==> config.mk <==
export PLATFORM = sky130hd
export DESIGN_NAME = priority_ready_queue_scheduler
export DESIGN_NICKNAME = d
export VERILOG_FILES = /design/src/hw/rtl/prqs_pkg.sv /design/src/hw/rtl/prqs_ctrl.sv /design/src/hw/rtl/prqs_datapath.sv /design/src/hw/rtl/priority_ready_queue_scheduler.sv
export SDC_FILE = /design/constraint.sdc
export NUM_CORES = 1
export LEC_CHECK = 0
export BUFFER_PORTS_ARGS = -buffer_cell sky130_fd_sc_hd__buf_2
export CAP_MARGIN = 20
export CORE_MARGIN = 2
export CORE_UTILIZATION = 38
export CTS_CLUSTER_DIAMETER = 100
export DETAILED_ROUTE_END_ITERATION = 10
export HOLD_SLACK_MARGIN = 0.12
export PLACE_DENSITY = 0.54
export SYNTH_ARGS = -nofsm -noshare
export SYNTH_HDL_FRONTEND = slang
export SYNTH_HIERARCHICAL = 1
export SYNTH_SLANG_ARGS = --single-unit
==> constraint.sdc <==
create_clock -name clk -period 6 [get_ports clk]
set_clock_uncertainty 0.15 [all_clocks]
set_input_delay 0.6 -clock clk [delete_from_list [all_inputs] [get_ports clk]]
set_output_delay 0.6 -clock clk [all_outputs]
set_load 0.01 [all_outputs]
==> src/hw/rtl/prqs_pkg.sv <==
// Shared types, constants and helpers of the priority ready queue scheduler.
package prqs_pkg;

	localparam int MaxThreadsDefault = 16;
	localparam int TopPriority       = 255;
	localparam int IdWidth           = 4;
	localparam int PrioWidth         = 8;
	localparam int MsgWidth          = 32;
	localparam int OpWidth           = 3;
	localparam int CountWidth        = 5;

	localparam logic [7:0] QuantumReset  = 8'd20;
	localparam logic [7:0] InitPrioReset = 8'd64;

	localparam logic [OpWidth-1:0] OP_READY   = 3'd0;
	localparam logic [OpWidth-1:0] OP_WAKEUP  = 3'd1;
	localparam logic [OpWidth-1:0] OP_SLEEP   = 3'd2;
	localparam logic [OpWidth-1:0] OP_RESCHED = 3'd3;
	localparam logic [OpWidth-1:0] OP_FORCE   = 3'd4;
	localparam logic [OpWidth-1:0] OP_QUERY   = 3'd5;
	localparam logic [OpWidth-1:0] OP_TICK    = 3'd6;

	localparam logic CFG_QUANTUM   = 1'b0;
	localparam logic CFG_INIT_PRIO = 1'b1;

	localparam logic [1:0] ENQ_IN  = 2'd0;
	localparam logic [1:0] ENQ_RUN = 2'd1;
	localparam logic [1:0] ENQ_OLD = 2'd2;

	typedef struct packed {
		logic       capture;
		logic       enq;
		logic [1:0] enq_sel;
		logic       deq;
		logic       run_load_in;
		logic       reload;
		logic       tick;
	} cmd_t;

	typedef struct packed {
		logic empty;
		logic full;
		logic head_gt;
		logic head_eq;
		logic in_gt;
		logic ql_zero;
	} status_t;

	function automatic logic [PrioWidth-1:0] clamp_prio(input logic [PrioWidth-1:0] p);
		logic [15:0] wide;
		wide = {8'd0, p};
		if (wide > 16'(TopPriority)) begin
			return PrioWidth'(TopPriority);
		end
		return p;
	endfunction

endpackage

==> src/hw/rtl/prqs_ctrl.sv <==
// Controller state machine of the priority ready queue scheduler.
module prqs_ctrl (
	input  logic                          clk,
	input  logic                          arst_n,
	input  logic                          in_valid,
	output logic                          in_stall,
	input  logic [prqs_pkg::OpWidth-1:0]  operation,
	output logic                          out_valid,
	input  logic                          out_stall,
	input  prqs_pkg::status_t             status,
	output prqs_pkg::cmd_t                cmd,
	output logic                          sw,
	output logic                          err,
	output logic                          resched,
	output logic                          wake_ok,
	output logic                          wake_msg_ok
);

	localparam logic [1:0] S_IDLE = 2'd0;
	localparam logic [1:0] S_EXEC = 2'd1;
	localparam logic [1:0] S_ENQ2 = 2'd2;
	localparam logic [1:0] S_OUT  = 2'd3;

	logic [1:0]                   state_q, state_d;
	logic [prqs_pkg::OpWidth-1:0] op_q;
	logic sw_q, err_q, res_q, wk_q, wm_q;
	logic sw_d, err_d, res_d, wk_d, wm_d;
	logic accept, swap_ok;

	assign accept   = in_valid && (state_q == S_IDLE);
	assign in_stall = (state_q != S_IDLE);
	assign out_valid = (state_q == S_OUT);

	assign swap_ok = !status.empty &&
		(status.head_gt || ((op_q == prqs_pkg::OP_FORCE) && status.head_eq));

	always_comb begin
		state_d = state_q;
		cmd     = '0;
		sw_d = sw_q; err_d = err_q; res_d = res_q; wk_d = wk_q; wm_d = wm_q;
		unique case (state_q)
			S_IDLE: begin
				if (accept) begin
					cmd.capture = 1'b1;
					sw_d = 1'b0; err_d = 1'b0; res_d = 1'b0; wk_d = 1'b0; wm_d = 1'b0;
					state_d = S_EXEC;
				end
			end
			S_EXEC: begin
				state_d = S_OUT;
				unique case (op_q)
					prqs_pkg::OP_READY: begin
						if (status.full) begin
							err_d = 1'b1;
						end else begin
							cmd.enq = 1'b1;
							cmd.enq_sel = prqs_pkg::ENQ_IN;
							wk_d = 1'b1;
						end
					end
					prqs_pkg::OP_WAKEUP: begin
						if (status.full) begin
							err_d = 1'b1;
						end else if (!status.in_gt) begin
							cmd.enq = 1'b1;
							cmd.enq_sel = prqs_pkg::ENQ_IN;
							wk_d = 1'b1; wm_d = 1'b1;
						end else begin
							cmd.enq = 1'b1;
							cmd.enq_sel = prqs_pkg::ENQ_RUN;
							cmd.run_load_in = 1'b1;
							cmd.reload = 1'b1;
							sw_d = 1'b1; wk_d = 1'b1; wm_d = 1'b1;
						end
					end
					prqs_pkg::OP_SLEEP: begin
						if (status.empty) begin
							err_d = 1'b1;
						end else begin
							cmd.deq = 1'b1;
							sw_d = 1'b1;
						end
					end
					prqs_pkg::OP_RESCHED, prqs_pkg::OP_FORCE: begin
						if (swap_ok) begin
							cmd.deq = 1'b1;
							sw_d = 1'b1;
							state_d = S_ENQ2;
						end else if (op_q == prqs_pkg::OP_FORCE) begin
							cmd.reload = 1'b1;
						end
					end
					prqs_pkg::OP_QUERY: begin
						res_d = !status.empty &&
							(status.ql_zero ? (status.head_gt || status.head_eq) : status.head_gt);
					end
					prqs_pkg::OP_TICK: begin
						cmd.tick = 1'b1;
					end
					default: begin
					end
				endcase
			end
			S_ENQ2: begin
				cmd.enq = 1'b1;
				cmd.enq_sel = prqs_pkg::ENQ_OLD;
				state_d = S_OUT;
			end
			S_OUT: begin
				if (!out_stall) begin
					state_d = S_IDLE;
				end
			end
			default: state_d = S_IDLE;
		endcase
	end

	always_ff @(posedge clk or negedge arst_n) begin
		if (!arst_n) begin
			state_q <= S_IDLE;
			op_q <= '0;
			sw_q <= 1'b0; err_q <= 1'b0; res_q <= 1'b0; wk_q <= 1'b0; wm_q <= 1'b0;
		end else begin
			state_q <= state_d;
			if (accept) begin
				op_q <= operation;
			end
			sw_q <= sw_d; err_q <= err_d; res_q <= res_d; wk_q <= wk_d; wm_q <= wm_d;
		end
	end

	assign sw          = sw_q;
	assign err         = err_q;
	assign resched     = res_q;
	assign wake_ok     = wk_q;
	assign wake_msg_ok = wm_q;

endmodule

==> src/hw/rtl/prqs_datapath.sv <==
// Datapath of the priority ready queue scheduler: sorted queue cells and running context.
module prqs_datapath #(
	parameter int MAX_THREADS = prqs_pkg::MaxThreadsDefault
) (
	input  logic                             clk,
	input  logic                             arst_n,
	input  prqs_pkg::cmd_t                   cmd,
	output prqs_pkg::status_t                status,
	input  logic                             cfg_we,
	input  logic                             cfg_index,
	input  logic [7:0]                       cfg_data,
	input  logic [prqs_pkg::IdWidth-1:0]     thread_id,
	input  logic [prqs_pkg::PrioWidth-1:0]   thread_priority,
	input  logic signed [prqs_pkg::MsgWidth-1:0] wake_message_in,
	output logic [prqs_pkg::IdWidth-1:0]     run_id,
	output logic [prqs_pkg::PrioWidth-1:0]   run_pr,
	output logic [prqs_pkg::IdWidth-1:0]     prev_id,
	output logic [prqs_pkg::IdWidth-1:0]     tid,
	output logic signed [prqs_pkg::MsgWidth-1:0] msg,
	output logic [31:0]                      ticks,
	output logic [prqs_pkg::CountWidth-1:0]  count
);

	localparam int LW = $clog2(MAX_THREADS + 1);
	localparam int IW = prqs_pkg::IdWidth;
	localparam int PW = prqs_pkg::PrioWidth;

	logic [IW-1:0] qid_q [MAX_THREADS];
	logic [PW-1:0] qpr_q [MAX_THREADS];
	logic [LW-1:0] len_q;
	logic [IW-1:0] run_id_q, old_id_q, prev_q, tid_q;
	logic [PW-1:0] run_pr_q, old_pr_q, tpr_q;
	logic [7:0]    tq_q, ql_q;
	logic [31:0]   tick_q;
	logic signed [prqs_pkg::MsgWidth-1:0] msg_q;
	logic [IW-1:0] ins_id;
	logic [PW-1:0] ins_pr;
	logic          ge [MAX_THREADS];

	always_comb begin
		unique case (cmd.enq_sel)
			prqs_pkg::ENQ_RUN: begin ins_id = run_id_q; ins_pr = run_pr_q; end
			prqs_pkg::ENQ_OLD: begin ins_id = old_id_q; ins_pr = old_pr_q; end
			default:           begin ins_id = tid_q;    ins_pr = tpr_q;    end
		endcase
		for (int i = 0; i < MAX_THREADS; i++) begin
			ge[i] = (LW'(i) < len_q) && (qpr_q[i] >= ins_pr);
		end
	end

	// queue cells: each cell holds, takes the new entry or takes its neighbour
	always_ff @(posedge clk) begin
		if (cmd.enq) begin
			if (!ge[0]) begin
				qid_q[0] <= ins_id;
				qpr_q[0] <= ins_pr;
			end
			for (int i = 1; i < MAX_THREADS; i++) begin
				if (!ge[i]) begin
					if (ge[i-1]) begin
						qid_q[i] <= ins_id;
						qpr_q[i] <= ins_pr;
					end else begin
						qid_q[i] <= qid_q[i-1];
						qpr_q[i] <= qpr_q[i-1];
					end
				end
			end
		end else if (cmd.deq) begin
			for (int i = 0; i < MAX_THREADS - 1; i++) begin
				qid_q[i] <= qid_q[i+1];
				qpr_q[i] <= qpr_q[i+1];
			end
		end
		if (cmd.capture) begin
			tid_q  <= thread_id;
			tpr_q  <= prqs_pkg::clamp_prio(thread_priority);
			msg_q  <= wake_message_in;
			prev_q <= run_id_q;
		end
		if (cmd.deq) begin
			old_id_q <= run_id_q;
			old_pr_q <= run_pr_q;
		end
	end

	always_ff @(posedge clk or negedge arst_n) begin
		if (!arst_n) begin
			len_q    <= '0;
			run_id_q <= '0;
			run_pr_q <= prqs_pkg::clamp_prio(prqs_pkg::InitPrioReset);
			tq_q     <= prqs_pkg::QuantumReset;
			ql_q     <= prqs_pkg::QuantumReset;
			tick_q   <= '0;
		end else begin
			if (cfg_we) begin
				unique case (cfg_index)
					prqs_pkg::CFG_QUANTUM: begin
						tq_q <= cfg_data;
						ql_q <= cfg_data;
					end
					default: run_pr_q <= prqs_pkg::clamp_prio(cfg_data);
				endcase
			end
			if (cmd.enq) begin
				len_q <= len_q + LW'(1);
			end else if (cmd.deq) begin
				len_q <= len_q - LW'(1);
			end
			if (cmd.deq) begin
				run_id_q <= qid_q[0];
				run_pr_q <= qpr_q[0];
			end else if (cmd.run_load_in) begin
				run_id_q <= tid_q;
				run_pr_q <= tpr_q;
			end
			if (cmd.deq || cmd.reload) begin
				ql_q <= tq_q;
			end else if (cmd.tick && (ql_q != 8'd0)) begin
				ql_q <= ql_q - 8'd1;
			end
			if (cmd.tick) begin
				tick_q <= tick_q + 32'd1;
			end
		end
	end

	assign status.empty   = (len_q == '0);
	assign status.full    = (len_q == LW'(MAX_THREADS));
	assign status.head_gt = (qpr_q[0] > run_pr_q);
	assign status.head_eq = (qpr_q[0] == run_pr_q);
	assign status.in_gt   = (tpr_q > run_pr_q);
	assign status.ql_zero = (ql_q == 8'd0);

	assign run_id  = run_id_q;
	assign run_pr  = run_pr_q;
	assign prev_id = prev_q;
	assign tid     = tid_q;
	assign msg     = msg_q;
	assign ticks   = tick_q;
	assign count   = prqs_pkg::CountWidth'(len_q);

`ifndef NO_ASSERTIONS
	a_len_bound: assert property (@(posedge clk) disable iff (!arst_n)
		len_q <= LW'(MAX_THREADS)) else $error("queue length beyond capacity");
	a_no_enq_full: assert property (@(posedge clk) disable iff (!arst_n)
		cmd.enq |-> !status.full) else $error("insert into full queue");
	a_no_deq_empty: assert property (@(posedge clk) disable iff (!arst_n)
		cmd.deq |-> !status.empty) else $error("take from empty queue");
	a_tick_step: assert property (@(posedge clk) disable iff (!arst_n)
		cmd.tick |=> tick_q == $past(tick_q) + 32'd1) else $error("tick count did not advance");
`endif

endmodule

==> src/hw/rtl/priority_ready_queue_scheduler.sv <==
// Top level of the priority ready queue scheduler: controller plus datapath.
// One beat in gives one result beat out. An operation is taken in the idle state,
// executed in the execute state, and its result is offered from the output state;
// a reschedule that switches threads also passes through a second enqueue state
// between execute and output, since the queue head leaves before the old running
// thread re-enters the sorted queue. The block takes the next beat only once the
// result beat has been taken, so operations never overlap and an output stall
// holds off the next beat. The queue is a row of cells that all compare against
// the incoming priority at once, so an insert or a removal moves all cells at
// once, whatever the queue depth. Equal priorities leave in arrival order.
// Configuration writes load the quantum or the running priority directly and are
// meant for idle periods only. Thread state codes given on sleep are held in a
// register but never show on the outputs.
module priority_ready_queue_scheduler #(
	parameter int MAX_THREADS = prqs_pkg::MaxThreadsDefault
) (
	input  logic                                 clk,
	input  logic                                 arst_n,
	input  logic                                 cfg_we,
	input  logic                                 cfg_index,
	input  logic [7:0]                           cfg_data,
	input  logic                                 in_valid,
	output logic                                 in_stall,
	input  logic [prqs_pkg::OpWidth-1:0]         operation,
	input  logic [prqs_pkg::IdWidth-1:0]         thread_id,
	input  logic [prqs_pkg::PrioWidth-1:0]       thread_priority,
	input  logic signed [prqs_pkg::MsgWidth-1:0] wake_message_in,
	input  logic [3:0]                           new_state,
	output logic                                 out_valid,
	input  logic                                 out_stall,
	output logic [prqs_pkg::IdWidth-1:0]         current_thread,
	output logic [prqs_pkg::PrioWidth-1:0]       current_priority,
	output logic                                 switched,
	output logic [prqs_pkg::IdWidth-1:0]         previous_thread,
	output logic [prqs_pkg::IdWidth-1:0]         wake_thread,
	output logic signed [prqs_pkg::MsgWidth-1:0] wake_message,
	output logic                                 resched_required,
	output logic [31:0]                          system_time,
	output logic [prqs_pkg::CountWidth-1:0]      queue_count,
	output logic                                 error
);

	prqs_pkg::cmd_t    cmd;
	prqs_pkg::status_t status;
	logic wake_ok, wake_msg_ok;
	logic [prqs_pkg::IdWidth-1:0] tid;
	logic signed [prqs_pkg::MsgWidth-1:0] msg;
	logic [3:0] sleep_code_q;

	// hold the state code of the last operation taken; it has no bearing on any result
	always_ff @(posedge clk) begin
		if (cmd.capture) begin
			sleep_code_q <= new_state;
		end
	end

	prqs_ctrl u_ctrl (
		.clk         (clk),
		.arst_n      (arst_n),
		.in_valid    (in_valid),
		.in_stall    (in_stall),
		.operation   (operation),
		.out_valid   (out_valid),
		.out_stall   (out_stall),
		.status      (status),
		.cmd         (cmd),
		.sw          (switched),
		.err         (error),
		.resched     (resched_required),
		.wake_ok     (wake_ok),
		.wake_msg_ok (wake_msg_ok)
	);

	prqs_datapath #(
		.MAX_THREADS (MAX_THREADS)
	) u_dp (
		.clk             (clk),
		.arst_n          (arst_n),
		.cmd             (cmd),
		.status          (status),
		.cfg_we          (cfg_we),
		.cfg_index       (cfg_index),
		.cfg_data        (cfg_data),
		.thread_id       (thread_id),
		.thread_priority (thread_priority),
		.wake_message_in (wake_message_in),
		.run_id          (current_thread),
		.run_pr          (current_priority),
		.prev_id         (previous_thread),
		.tid             (tid),
		.msg             (msg),
		.ticks           (system_time),
		.count           (queue_count)
	);

	// report the woken thread only on a successful insert; drop the message on plain ready
	assign wake_thread  = wake_ok ? tid : '0;
	assign wake_message = (wake_msg_ok && (sleep_code_q == sleep_code_q)) ? msg : '0;

endmodule

Word level (Yosys, flattened, before mapping):

Memory sizes are Yosys's and may differ from the RTL's.
Index checks and enable logic that the tools add are counted.

* bitwise logic cells: 61
* muxes and demuxes: 243
* $add $sub $neg: 4
* equality and inequality tests: 28
* magnitude comparators: 34
* reduce and logical (&&, ||, !) cells: 48

Operators by type and width (number)
* 8-bit two-way mux: 38
* 1-bit two-way mux: 147
* 4-bit two-way mux: 34
* 8-bit >= comparator: 16
* 1-bit OR: 60
* 4-bit by 5-bit < comparator with 1-bit output, first input constant: 8
* 32-bit by 1-bit adder with 32-bit output, second input constant: 1
* 32-bit two-way mux: 1
* 1-bit logical AND: 21
* 3-bit by 5-bit < comparator with 1-bit output, first input constant: 4
* 8-bit greater-than comparator: 2
* 1-bit one-hot mux with 2 select lines: 8
* 8-bit one-hot mux with 2 select lines: 1
* 3-bit inequality test, second input constant: 4
* 3-bit one-hot mux with 2 select lines: 2
* 1-bit by 5-bit < comparator with 1-bit output, first input constant: 2
* 2-bit by 5-bit < comparator with 1-bit output, first input constant: 2
* 2-bit two-way mux: 5
* 5-bit two-way mux: 2
* 2-bit inequality test, second input constant: 5
* 3-bit == test, second input constant: 3
* 3-bit by 2-bit inequality test with 1-bit output, second input constant: 3
* 3-bit nonzero test: 3
* 8-bit == test: 1
* other kinds (30): 45

* bits in writable memories: 192
* flip-flop bits (word level): 135
* memories kept: 2
* input port bits: 65
* output and inout port bits: 94

Memories
* u_dp.qpr_q: depth 16, bits a word 8, rd ports 16, clocked after memory_dff 0, write ports 16, RTL line prqs_datapath.sv:29 `logic [PW-1:0] qpr_q [MAX_THREADS];`
* u_dp.qid_q: depth 16, bits a word 4, rd ports 16, clocked after memory_dff 0, write ports 16, RTL line prqs_datapath.sv:28 `logic [IW-1:0] qid_q [MAX_THREADS];`

Longest topological paths before layout:

Gate-level depths: netlist of the first run.

* depth in word-level cells: 15
* mapped depth: 28
* mapped depth without buffers: 24

By module:

Netlist of the first run, hierarchy kept.

Modules (own cells, without submodules)
* prqs_datapath: sequential area each 9200.1 µm², area each 17879.6 µm², times used 1, cells each 1629
* prqs_ctrl: sequential area each 250.2 µm², area each 755.7 µm², times used 1, cells each 84
* priority_ready_queue_scheduler: sequential area each 0.0 µm², area each 280.3 µm², times used 1, cells each 39

Worst setup path before layout of the first run:

OpenSTA, ideal clock, no wires.

* kind: reg2reg
* start point: reg u_dp.run_pr_q[1] (netlist: u_dp/run_pr[1])
* end point: mem u_dp/qid_q[0][32] in the netlist's numbering, enable pin
* stages on the path, launching flop included: 26
* data arrival time: 5.521 ns
* setup time: 0.350 ns
* slack: -0.021 ns
* path through: dfrtp_1 > inv_1 > ha_1 > nor2b_1 > o21a_1 > o21ai_0 > nand2b_1 > a21oi_1 > o21ai_0 > o31a_1 > nand3_1 > nor3_1 > inv_1 > ha_1 > buf_2 > buf_1 > o21ai_0 > clkinv_1 > ha_1 > and3_1 > a221o_1 > a21o_1 > a22oi_2 > clkbuf_1 > nand2_1 > nand2_1

RTL lines
* from (decl): RTL line prqs_datapath.sv:32 `logic [PW-1:0] run_pr_q, old_pr_q, tpr_q;`
* from (signal assigned): RTL line prqs_datapath.sv:91 `run_pr_q <= prqs_pkg::clamp_prio(prqs_pkg::InitPrioReset);`
* from (signal assigned): RTL line prqs_datapath.sv:102 `default: run_pr_q <= prqs_pkg::clamp_prio(cfg_data);`
* from (signal assigned): RTL line prqs_datapath.sv:112 `run_pr_q <= qpr_q[0];`
* to (decl): RTL line prqs_datapath.sv:28

==> flow_metrics.py, run 1 <==
metrics = {
    "status": {
        "outcome": "finished clean",
    },
    "critical_path": {
        "worstSetupEndpointType": "register",
        "critical_path.endpoint": "u_dp/qpr_q[1][7]",
        "timing.reg2reg.worst_path_depth": 26,
        "worst_path_max_fanout": 13,
        "criticalPathCategory": "reg2reg",
        "crit_required_ns": 6.10,
        "setup.reg_to_reg.worst_slack_ns": 0.34,
        "reg2reg_to": "u_dp/qpr_q[1][7]",
        "worstSetupStartpoint": "u_dp/run_pr[1]",
        "cp_data_arrival_time_ns": 5.76,
        "max_stage_delay_ns": 0.40,
        "crit_top_cell": "sky130_fd_sc_hd__buf_4",
        "worstReg2RegStart": "u_dp/run_pr[1]",
        "timing.critical_path.slowest_stage_cell": "sky130_fd_sc_hd__ha_1",
        "worst_setup_path_start_kind": "register",
    },
    "clocking": {
        "clock-sinks": 327,
        "numCtsBuffers": 40,
        "cts.root.buffer_cell": "sky130_fd_sc_hd__clkbuf_16",
        "cts_tree": "done",
        "clock_tree.htree_level_count": 2,
        "clockBufferDepth": 3,
        "clk_pin_slew_worst_paths_ns": 0.06,
        "clkLatencyLatePin_ns": 0.57,
    },
    "drt": {
        "average_detailed_routed_wire_length_per_instance_um": 20.80,
        "routed-via-count": 14580,
        "totalWireLength_mm": 56.15,
        "detail_route.drc_violations": 0,
        "firstDrtPassIters": 5,
        "route.antenna.remaining_nets": 0,
        "route.detailed.vias_per_inst": 5.399,
        "first_iter_violations": 1212,
    },
    "synthesis": {
        "yosys_warnings": 6,
        "postSynthCellCount": 1752,
        "proportion_of_register_bits_with_asynchronous_set_or_reset_after_synthesis_pct": 22.94,
        "ys_top_cells_by_area": "sky130_fd_sc_hd__edfxtp_1 40%, sky130_fd_sc_hd__dfrtp_1 9.3%, sky130_fd_sc_hd__ha_1 8.6%",
        "yosys_most_used_dff": "sky130_fd_sc_hd__edfxtp_1",
        "synth_nets": 1947,
        "netlist_area_mm2": 0.01892,
        "synth-seq-area-share_pct": 49.96,
        "synthesis.area_per_instance_um2": 10.80,
        "number_of_flip_flops_and_latches_in_the_synthesized_netlist": 327,
        "synth_area_leader_cell": "sky130_fd_sc_hd__edfxtp_1",
        "yosysTopAreaCellShare_pct": 40.01,
        "count_of_flip_flops_with_a_built_in_enable_after_synthesis": 252,
        "synth.lib_cells_used.distinct": 95,
    },
    "place": {
        "buffer_ports.inserted": 154,
        "placed_cells_incl_taps": 2569,
        "place.detailed.hpwl_mm": 41.07,
        "finalWeightedCongestion": 0.8321,
    },
    "sta": {
        "unrepaired_setup_endpoints_after_global_routing": "false",
        "worst_pin_slew_ns": 1.021,
        "timing.final.max_slew_violations": 0,
        "fmax_ghz": 0.1767,
        "finalSetupTns_ns": 0,
        "timing.max_slew.rel_slack_pct": 31.79,
        "timing.final.crit_period_ns": 5.660,
        "portion_of_the_clock_cycle_consumed_by_the_worst_path_in_the_final_layout_pct": 94.33,
        "report.final.setup_viol": 0,
        "hold_viol_final": 0,
    },
    "floorplanning": {
        "die_h_um": 227.1,
        "start_util_pct": 38.56,
        "area_enclosed_by_the_die_boundary_mm2": 0.05158,
        "die_w_um": 227.1,
        "number_of_rows_created_at_floorplan": 81,
        "floorplan.core_area_mm2": 0.04905,
        "ios": 159,
    },
    "cells_and_area": {
        "diodes": 0,
        "layout.nets": 2200,
        "commonest_cells_after_routing_fill_and_taps_aside": "252 x sky130_fd_sc_hd__edfxtp_1, 226 x sky130_fd_sc_hd__nand2_1, 153 x sky130_fd_sc_hd__buf_2",
        "post_route_cells_drive_above_1_share_pct": 20.09,
        "synthToLayoutAreaGrowth_pct": 19.89,
        "layout.cells.most_common": "sky130_fd_sc_hd__edfxtp_1",
        "fin_cells": 2700,
    },
    "grt": {
        "grt_pass1_wl_mm": 85.33,
        "global_route_congestion_overflow_total": 0,
        "globalRouteTotalUtil_pct": 21.64,
        "grt_max_degree": 76,
        "initial_antenna_violation_count": 1,
        "first_global_vias": 14430,
    },
    "power_and_ir_drop": {
        "ir_worst_vdd_uv": 247.0,
        "power_density_mw_per_mm2": 667.0,
        "fin_total_pwr_mw": 15.13,
        "leakagePower_nw": 9.526,
    },
    "worst_hold_path": {
        "hold_path_class": "in2reg",
    },
    "run": {
        "cap_violations": 0,
    },
}
==> sequential cells by signal, indices dropped and copies added (netlist names) <==
register and cells:
u_dp/qid_q 64, u_ctrl/op_q 3, u_ctrl/wake_msg_ok 1, u_dp/old_id_q 4, u_dp/ticks 32, u_ctrl/state_q 2, u_dp/run_id 4, u_ctrl/err 1
u_dp/tq_q 8, u_dp/count 5, u_dp/tpr_q 8, u_dp/run_pr 8, u_dp/old_pr_q 8, u_ctrl/sw 1, u_dp/prev_id 4, u_ctrl/wake_ok 1
u_dp/tid 4, u_ctrl/resched 1, u_dp/ql_q 8, u_dp/msg 32, u_dp/qpr_q 128
==> worst min-delay path by stage <==
| stage | cells past startpoint | endpoint | slack (ns) | from |
|---|---|---|---|---|
| after CTS | 2 | u_dp/tq_q[3] | 0.13 | cfg_data[3] |
| after global routing | 2 | u_dp/tq_q[3] | 0.16 | cfg_data[3] |
| after global placement | 1 | u_dp/ticks[31] | 0.31 | u_dp/ticks[31] |
| final | 2 | u_dp/tq_q[3] | 0.16 | cfg_data[3] |
| after floorplan | 0 | u_ctrl/err | 0.15 | arst_n |
| after detailed placement | 1 | u_dp/ticks[31] | 0.31 | u_dp/ticks[31] |
==> where the power goes <==
part           switching, mW  leakage [nW]  internal [mW]
Sequential             0.869          3.32           4.08
Combinational           4.72          5.58           3.05
Clock                   1.00         0.625           1.41
==> cell type report <==
class                      count  area, um^2
clock buffer                  49        1035
multi-input combinational   1271        8790
timing repair buffer         300        2072
sequential                   327        9450
tap                          664       830.8
inverter                      65       255.2
clock inverter                24       245.2
fill                        4670       26370
==> timing repair <==
item / CTS / global route
hold buffers: 48 / 0
buffers inserted: 0 / 7
hold endpoints to repair: 116 / 0
endpoints found under the setup margin: 0 / 146
resized for setup: 0 / 14
==> cell usage after synthesis, types with 14 or more instances <==
library cell and number:
sky130_fd_sc_hd__o21ai_1 64, sky130_fd_sc_hd__nor2_1 97, sky130_fd_sc_hd__nor3_1 23, sky130_fd_sc_hd__mux2i_1 90, sky130_fd_sc_hd__buf_2 17, sky130_fd_sc_hd__xnor2_1 33
sky130_fd_sc_hd__o31ai_1 14, sky130_fd_sc_hd__nand3_1 44, sky130_fd_sc_hd__o21ai_0 87, sky130_fd_sc_hd__a22oi_1 42, sky130_fd_sc_hd__a21oi_1 94, sky130_fd_sc_hd__nand2b_1 21
sky130_fd_sc_hd__a211oi_1 18, sky130_fd_sc_hd__nand2_1 227, sky130_fd_sc_hd__and2_2 32, sky130_fd_sc_hd__inv_1 58, sky130_fd_sc_hd__clkbuf_1 45, sky130_fd_sc_hd__dfrtp_1 70
sky130_fd_sc_hd__ha_1 130, sky130_fd_sc_hd__edfxtp_1 252, sky130_fd_sc_hd__a21o_1 37, sky130_fd_sc_hd__nor2b_1 14
==> per-stage QoR <==
stage                     hold slack (ns)  area (um^2)  setup WS (ns)  utilization, %
final                              0.1626        22680         0.3403           46.23
after global routing               0.1550        22680       0.004116           46.23
after CTS                          0.1332        22530         0.1101           45.92
after detailed placement           0.3091        20770         0.1516           42.34
after floorplan                    0.1544        18920        0.07760               -
after global placement             0.3109        20770         0.1878           42.34
==> worst max-delay path, delay by kind of cell (launching register included) <==
family	cells	cell delay, ns
compound gates	9	1.63
buf+inv	7	1.33
fa+ha+maj	3	0.98
simple gates	7	0.90
flops	1	0.34
==> cell families (layout without fill, tap and decap cells) <==
family	count (synthesis)	count (layout)	share of synthesized area, %
AOI/OAI and AO/OA	459	459	15.76
xor gates and xnor gates	41	41	1.898
adders and majority gates	142	142	9.260
buffers and inverters	155	438	3.876
DFF	327	327	49.96
muxes	115	115	6.429
and+or+nand+nor	513	514	12.81
==> routing by layer <==
layer	wire, um	part of all wire [%]	up-vias	global-route usage [%]
met1	25270	45	7161	28.82
met2	26390	47	338	35.79
met5	12	0.021	-	0
met4	1621	2.9	2	6.831
li1	-	-	6984	-
met3	2851	5.1	92	3.872
No activity file was read; power rests on OpenSTA's default activity.
==> run 2, diff against run 1 <==
- CTS_CLUSTER_SIZE: default -> 20
- MAX_ROUTING_LAYER: default -> met4
- PLACE_DENSITY: 0.54 -> 0.52
- clock period: 6 -> 6.88 ns (I/O delays scaled with it)
==> flow_metrics.py, run 2 (synthesis gave the netlist of run 1 again) <==
metrics = {
    "drt": {
        "route.antenna.remaining_nets": 0,
        "average_detailed_routed_wire_length_per_instance_um": 21.33,
        "firstDrtPassIters": 8,
        "first_iter_violations": 964,
        "routed-via-count": 14210,
        "totalWireLength_mm": 55.15,
        "route.detailed.vias_per_inst": 5.493,
        "detail_route.drc_violations": 0,
    },
    "grt": {
        "grt_max_degree": 77,
        "globalRouteTotalUtil_pct": 21.87,
        "initial_antenna_violation_count": 0,
        "global_route_congestion_overflow_total": 0,
        "global_route_layer_with_the_greatest_usage": "met2",
        "grtUsageMet2_pct": 35.72,
        "first_global_vias": 13850,
        "use_met1_pct": 29.38,
        "grt_pass1_wl_mm": 83.76,
        "globalRouteMet3Util_pct": 2.839,
    },
    "clocking": {
        "clockBufferDepth": 3,
        "clock-sinks": 327,
        "cts_tree": "done",
        "post_cts_setup_repair_buffer_count": 0,
        "clk_pin_slew_worst_paths_ns": 0.09,
        "clkLatencyLatePin_ns": 0.56,
        "numCtsBuffers": 21,
        "clock_tree.htree_level_count": 1,
        "cts.root.buffer_cell": "sky130_fd_sc_hd__clkbuf_16",
    },
    "floorplanning": {
        "ios": 159,
        "floorplan.core_area_mm2": 0.04905,
        "area_enclosed_by_the_die_boundary_mm2": 0.05158,
        "start_util_pct": 38.56,
        "number_of_rows_created_at_floorplan": 81,
        "die_w_um": 227.1,
        "die_h_um": 227.1,
    },
    "critical_path": {
        "worstReg2RegStart": "u_dp/run_pr[1]",
        "timing.reg2reg.worst_path_depth": 25,
        "setup.reg_to_reg.worst_slack_ns": 0.66,
        "reg2reg_to": "u_dp/qpr_q[0][24]",
        "crit_required_ns": 7.01,
        "worstSetupEndpointType": "register",
        "worst_path_max_fanout": 15,
        "criticalPathCategory": "reg2reg",
        "cp_data_arrival_time_ns": 6.35,
        "worst_setup_path_start_kind": "register",
    },
    "sta": {
        "timing.max_slew.rel_slack_pct": 31.13,
        "setup_ws_ns": 0.6613,
        "finalSetupTns_ns": 0,
        "timing.final.crit_period_ns": 6.219,
        "unrepaired_setup_endpoints_after_global_routing": "false",
        "report.final.setup_viol": 0,
        "portion_of_the_clock_cycle_consumed_by_the_worst_path_in_the_final_layout_pct": 90.39,
        "timing.final.max_slew_violations": 0,
        "worst_pin_slew_ns": 1.032,
        "hold_viol_final": 0,
        "fmax_ghz": 0.1608,
    },
    "cells_and_area": {
        "largest_register_ff_count": 128,
        "layout.cells.most_common": "sky130_fd_sc_hd__edfxtp_1",
        "diodes": 0,
        "post_route_cells_drive_above_1_share_pct": 18.00,
        "top_register": "u_dp/qpr_q",
        "largest_registers": "u_dp/qpr_q x128, u_dp/qid_q x64",
        "fillers": 4786,
        "commonest_cells_after_routing_fill_and_taps_aside": "252 x sky130_fd_sc_hd__edfxtp_1, 227 x sky130_fd_sc_hd__nand2_1, 153 x sky130_fd_sc_hd__buf_2",
        "layout.nets": 2106,
        "synthToLayoutAreaGrowth_pct": 12.30,
    },
    "power_and_ir_drop": {
        "netSwitchingFraction_pct": 45.36,
        "register_share_of_total_power_pct": 35.8,
        "ir_worst_vdd_uv": 245.5,
        "leakagePower_nw": 8.845,
        "internal-power_mw": 6.618,
        "power_density_mw_per_mm2": 570.2,
        "pwr-share-comb_pct": 53.6,
        "p_sw_mw": 5.494,
        "fin_total_pwr_mw": 12.11,
        "clkPwrFrac_pct": 10.6,
    },
    "worst_hold_path": {
        "min-delay-start": "wake_message_in[14]",
        "min_delay_path_depth": 1,
        "hold_path_class": "in2reg",
        "timing.hold.worst_endpoint": "u_dp/msg[14]",
    },
    "run": {
        "cap_violations": 0,
    },
    "status": {
        "outcome": "finished clean",
    },
    "place": {
        "post-place-ws_ns": 0.4134,
        "finalWeightedCongestion": 0.8866,
        "buffer_ports.inserted": 154,
        "place.detailed.hpwl_mm": 40.93,
    },
}
## run 2: cell types whose count changed in the layout (fill, tap and decap cells not counted), moves of 3 or more
cell / delta
sky130_fd_sc_hd__inv_4: -3
sky130_fd_sc_hd__buf_4: -24
sky130_fd_sc_hd__clkinv_2: -6
sky130_fd_sc_hd__bufinv_16: -4
sky130_fd_sc_hd__dlygate4sd3_1: -47
sky130_fd_sc_hd__clkbuf_16: -19
sky130_fd_sc_hd__buf_12: -3
sky130_fd_sc_hd__clkinv_1: -7
## run 2: power groups by stage
stage | registers (mW) | logic (mW) | clock network (mW)
2_1_floorplan | 4.01 | 4.57 | 0
3_3_place_gp | 4.36 | 6.29 | 0
3_5_place_dp | 4.37 | 6.45 | 0
4_1_cts | 4.33 | 6.48 | 1.34
5_1_grt | 4.44 | 7.20 | 1.40
6_report | 4.34 | 6.49 | 1.28
## run 2: worst max-delay path, stage by stage, from the launching register on
cell,delay [ns]
sky130_fd_sc_hd__dfrtp_1,0.44
sky130_fd_sc_hd__inv_1,0.10
sky130_fd_sc_hd__ha_1,0.31
sky130_fd_sc_hd__nor2b_1,0.13
sky130_fd_sc_hd__o21a_1,0.11
sky130_fd_sc_hd__o21ai_0,0.07
sky130_fd_sc_hd__nand2b_1,0.07
sky130_fd_sc_hd__a21oi_1,0.06
sky130_fd_sc_hd__o21ai_0,0.14
sky130_fd_sc_hd__o31a_1,0.21
sky130_fd_sc_hd__nand3_1,0.14
sky130_fd_sc_hd__nor3_1,0.29
sky130_fd_sc_hd__inv_1,0.08
sky130_fd_sc_hd__ha_1,0.53
sky130_fd_sc_hd__o21ai_0,0.67
sky130_fd_sc_hd__clkinv_1,0.29
sky130_fd_sc_hd__buf_4,0.29
sky130_fd_sc_hd__ha_1,0.21
sky130_fd_sc_hd__a2111oi_0,0.35
sky130_fd_sc_hd__buf_4,0.20
sky130_fd_sc_hd__o21ai_0,0.07
sky130_fd_sc_hd__o21ai_1,0.23
sky130_fd_sc_hd__buf_4,0.20
sky130_fd_sc_hd__nand2_1,0.30
sky130_fd_sc_hd__nand2_1,0.17
sky130_fd_sc_hd__o221ai_1,0.11
## run 2: final cells by class
type | instances | area (um^2) | area share, %
clock buffers | 28 | 551.8 | 2.598
clock inverters | 6 | 55.05 | 0.2592
inverters | 65 | 245.2 | 1.155
multi-input cells | 1270 | 8747 | 41.18
flip-flops and latches | 327 | 9450 | 44.49
well taps | 664 | 830.8 | 3.911
repair buffers | 226 | 1361 | 6.409
## run 2: worst max path at each step
| stage | from | end | slack (ns) | depth (start not counted) |
|---|---|---|---|---|
| 3_5_place_dp | u_dp/run_pr[1] | u_dp/qpr_q[0][24] | 0.41 | 26 |
| 2_1_floorplan | u_dp/run_pr[1] | u_dp/qid_q[0][32] | 0.86 | 25 |
| 3_3_place_gp | u_dp/run_pr[1] | u_dp/qpr_q[0][24] | 0.55 | 26 |
| 6_report | u_dp/run_pr[1] | u_dp/qpr_q[0][24] | 0.66 | 25 |
| 4_1_cts | u_dp/run_pr[1] | u_dp/qpr_q[0][24] | 0.37 | 26 |
| 5_1_grt | u_dp/run_pr[1] | u_dp/qpr_q[0][24] | 0.09 | 27 |
## run 2: repair_timing
action / 4_1_cts / 5_1_grt
hold buffers: 0 / 1
hold endpoints to repair: 0 / 19
setup endpoints to repair: 0 / 13
gates resized for setup: 0 / 1
## run 2: through the flow
step           util (%)  cell area (um^2)  instances  hold slack [ns]
6_report          43.30             21240       2586           0.1510
3_3_place_gp      41.99             20600       2550           0.3078
5_1_grt           43.30             21240       2586           0.1230
2_1_floorplan         -             18920       1752           0.2424
4_1_cts           43.23             21200       2584           0.1210
3_5_place_dp      41.99             20600       2550           0.3071
## run 2: routing by layer
layer | vias up | share of wire (%)
li1 | 6785 | -
met1 | 7015 | 46
met3 | 56 | 5.4
met5 | - | 0
met2 | 349 | 47
met4 | 0 | 1.7
==> run 3, diff against run 2 <==
- ABC_AREA: default -> 1
==> flow_metrics.py, run 3 <==
metrics = {
    "status": {
        "outcome": "finished clean",
    },
    "sta": {
        "worst_hold_slack_ns": 0.1598,
        "unrepaired_setup_endpoints_after_global_routing": "false",
        "worst_pin_slew_ns": 1.094,
        "hold_viol_final": 0,
        "timing.final.crit_period_ns": 6.164,
        "fmax_ghz": 0.1622,
        "timing.final.max_slew_violations": 0,
        "portion_of_the_clock_cycle_consumed_by_the_worst_path_in_the_final_layout_pct": 89.59,
        "report.final.setup_viol": 0,
        "timing.max_slew.rel_slack_pct": 26.58,
        "finalSetupTns_ns": 0,
    },
    "synthesis": {
        "synth.lib_cells_used.distinct": 51,
        "count_of_flip_flops_with_a_built_in_enable_after_synthesis": 252,
        "synthTopCellsByCount": "969 x sky130_fd_sc_hd__nand2_1, 321 x sky130_fd_sc_hd__inv_1, 252 x sky130_fd_sc_hd__edfxtp_1",
        "synth_fa_ha_area_share_pct": 7.885,
        "postSynthCellCount": 2587,
        "yosys_warnings": 6,
        "number_of_flip_flops_and_latches_in_the_synthesized_netlist": 327,
        "yosysTopAreaCellShare_pct": 36.68,
        "synthMostInstantiatedCell": "sky130_fd_sc_hd__nand2_1",
        "synth_top_family_by_area": "simple AND/OR/NAND/NOR gates",
        "synth-compound-area-share_pct": 7.266,
        "synth-seq-area-share_pct": 45.81,
        "yosys_most_used_dff": "sky130_fd_sc_hd__edfxtp_1",
        "synth_nets": 2782,
        "proportion_of_register_bits_with_asynchronous_set_or_reset_after_synthesis_pct": 22.94,
        "synthesis.area_per_instance_um2": 7.974,
        "synth_area_leader_cell": "sky130_fd_sc_hd__edfxtp_1",
        "synth.mux.area_fraction_pct": 0,
        "synth_xor_xnor_area_share_pct": 1.656,
        "netlist_area_mm2": 0.02063,
        "ys_top_cells_by_area": "sky130_fd_sc_hd__edfxtp_1 37%, sky130_fd_sc_hd__nand2_1 18%, sky130_fd_sc_hd__dfrtp_1 8.5%",
        "synth_simple_gate_area_share_pct": 28.38,
    },
    "critical_path": {
        "worstSetupEndpointType": "register",
        "critical_path.top_delay_family": "simple AND/OR/NAND/NOR gates",
        "crit_required_ns": 7.14,
        "cp_data_arrival_time_ns": 6.43,
        "worst_path_max_fanout": 23,
        "setup.reg_to_reg.worst_slack_ns": 0.72,
        "worst_setup_path_start_kind": "register",
        "timing.critical_path.slowest_stage_cell": "sky130_fd_sc_hd__dfrtp_1",
        "path_buf_inv": 7,
        "cp_num_cells": 29,
        "crit_top_cell": "sky130_fd_sc_hd__nand2_1",
        "worstReg2RegStart": "u_dp/count[0]",
        "reg2reg_to": "u_dp/qpr_q[0][63]",
        "criticalPathCategory": "reg2reg",
        "timing.reg2reg.worst_path_depth": 29,
        "max_stage_delay_ns": 0.54,
    },
    "clocking": {
        "clkLatencyLatePin_ns": 0.55,
        "cts_tree": "done",
        "clockBufferDepth": 3,
        "clock_tree.htree_level_count": 1,
        "clk_pin_slew_worst_paths_ns": 0.09,
        "numCtsBuffers": 21,
        "clock-sinks": 327,
        "cts.root.buffer_cell": "sky130_fd_sc_hd__clkbuf_16",
    },
    "grt": {
        "first_global_vias": 17040,
        "initial_antenna_violation_count": 2,
        "global_route_congestion_overflow_total": 0,
        "globalRouteTotalUtil_pct": 22.88,
        "grt_max_degree": 170,
        "grt_pass1_wl_mm": 98.27,
    },
    "worst_hold_path": {
        "timing.hold.worst_endpoint": "u_dp/msg[28]",
        "min-delay-start": "wake_message_in[28]",
        "hold_path_class": "in2reg",
        "min_delay_path_depth": 1,
    },
    "cells_and_area": {
        "largest_register_ff_count": 128,
        "fin_cells": 3399,
        "layout.nets": 2883,
        "finalCoreUtilization_pct": 42.40,
        "seqCellArea_mm2": 0.009450,
        "top_register": "u_dp/qpr_q",
        "layout.cells.most_common": "sky130_fd_sc_hd__nand2_1",
        "commonest_cells_after_routing_fill_and_taps_aside": "969 x sky130_fd_sc_hd__nand2_1, 320 x sky130_fd_sc_hd__inv_1, 252 x sky130_fd_sc_hd__edfxtp_1",
        "synthToLayoutAreaGrowth_pct": 10.38,
        "largest_registers": "u_dp/qpr_q x128, u_dp/qid_q x64",
        "post_route_cells_drive_above_1_share_pct": 10.73,
        "fillers": 5509,
        "multi_input_area_mm2": 0.009360,
    },
    "place": {
        "buffer_ports.inserted": 154,
        "finalWeightedCongestion": 0.9075,
        "placed_cells_incl_taps": 3360,
        "place.detailed.hpwl_mm": 45.97,
    },
    "drt": {
        "routed-via-count": 17880,
        "route.detailed.vias_per_inst": 5.260,
        "first_iter_violations": 1639,
        "detail_route.drc_violations": 0,
        "route.antenna.remaining_nets": 0,
        "totalWireLength_mm": 63.64,
        "average_detailed_routed_wire_length_per_instance_um": 18.72,
        "firstDrtPassIters": 7,
    },
    "floorplanning": {
        "start_util_pct": 38.41,
        "die_w_um": 237,
        "die_h_um": 237,
        "area_enclosed_by_the_die_boundary_mm2": 0.05617,
        "floorplan.core_area_mm2": 0.05371,
        "ios": 159,
        "number_of_rows_created_at_floorplan": 85,
    },
    "run": {
        "cap_violations": 0,
    },
}
## run 3: changes by cell type after synthesis, moves of 36 or more
cell	previous run	this run
sky130_fd_sc_hd__a21o_1	37	1
sky130_fd_sc_hd__nand4_1	9	96
sky130_fd_sc_hd__o21ai_1	64	20
sky130_fd_sc_hd__a21oi_1	94	56
sky130_fd_sc_hd__nand3_1	44	168
sky130_fd_sc_hd__inv_1	58	321
sky130_fd_sc_hd__a22oi_1	42	0
sky130_fd_sc_hd__nand2_1	227	969
sky130_fd_sc_hd__mux2i_1	90	0
## run 3: layout make-up
type                    count  area share, %
flip-flops and latches    327          41.50
diodes                      1        0.01099
well taps                 696          3.824
multi-input cells        1809          41.11
clock buffers              34          2.725
clock inverters             3         0.1319
inverters                 332          5.489
repair buffers            197          5.209
## run 3: stage by stage
stage / area [um^2] / setup WS [ns]
2_1_floorplan: 20630 / 1.587
3_3_place_gp: 22090 / 0.9764
3_5_place_dp: 22110 / 0.7868
4_1_cts: 22770 / 0.7141
5_1_grt: 22770 / 0.2213
6_report: 22770 / 0.7162
## run 3: how the worst max path moves through the flow
stage | endpoint | startpoint | slack, ns
after floorplan | u_dp/qid_q[0][4] | u_dp/run_pr[3] | 1.59
after global placement | u_dp/qpr_q[0][61] | u_dp/count[0] | 0.98
after detailed placement | u_dp/qpr_q[0][58] | u_dp/count[0] | 0.79
after CTS | u_dp/qpr_q[0][63] | u_dp/count[0] | 0.71
after global routing | u_dp/qpr_q[0][60] | u_dp/count[0] | 0.22
final | u_dp/qpr_q[0][63] | u_dp/count[0] | 0.72
## run 3: metal layers
metal	wire length (um)	share of wire (%)	track usage, %
met5	0	0	-
met4	1486	2.3	5.619
met3	3501	5.5	2.460
met2	29020	46	35.55
met1	29620	47	32.04
## run 3: what timing repair did
action	4_1_cts	5_1_grt
hold endpoints to repair	11	0
hold buffers	1	0
setup buffers	0	0
gates resized for setup	0	0
## run 3: cells by family (layout without fill, tap and decap cells)
family	Yosys count	in the layout
fa+ha+maj	130	130
simple gates	1382	1382
compound gates	258	258
flops	327	327
buf+inv	451	566
xor+xnor	39	39
other cells	0	1
Power of run 3 is not shown: default switching activity piles up to over one toggle a cycle in this logic, so the estimate is an artifact.
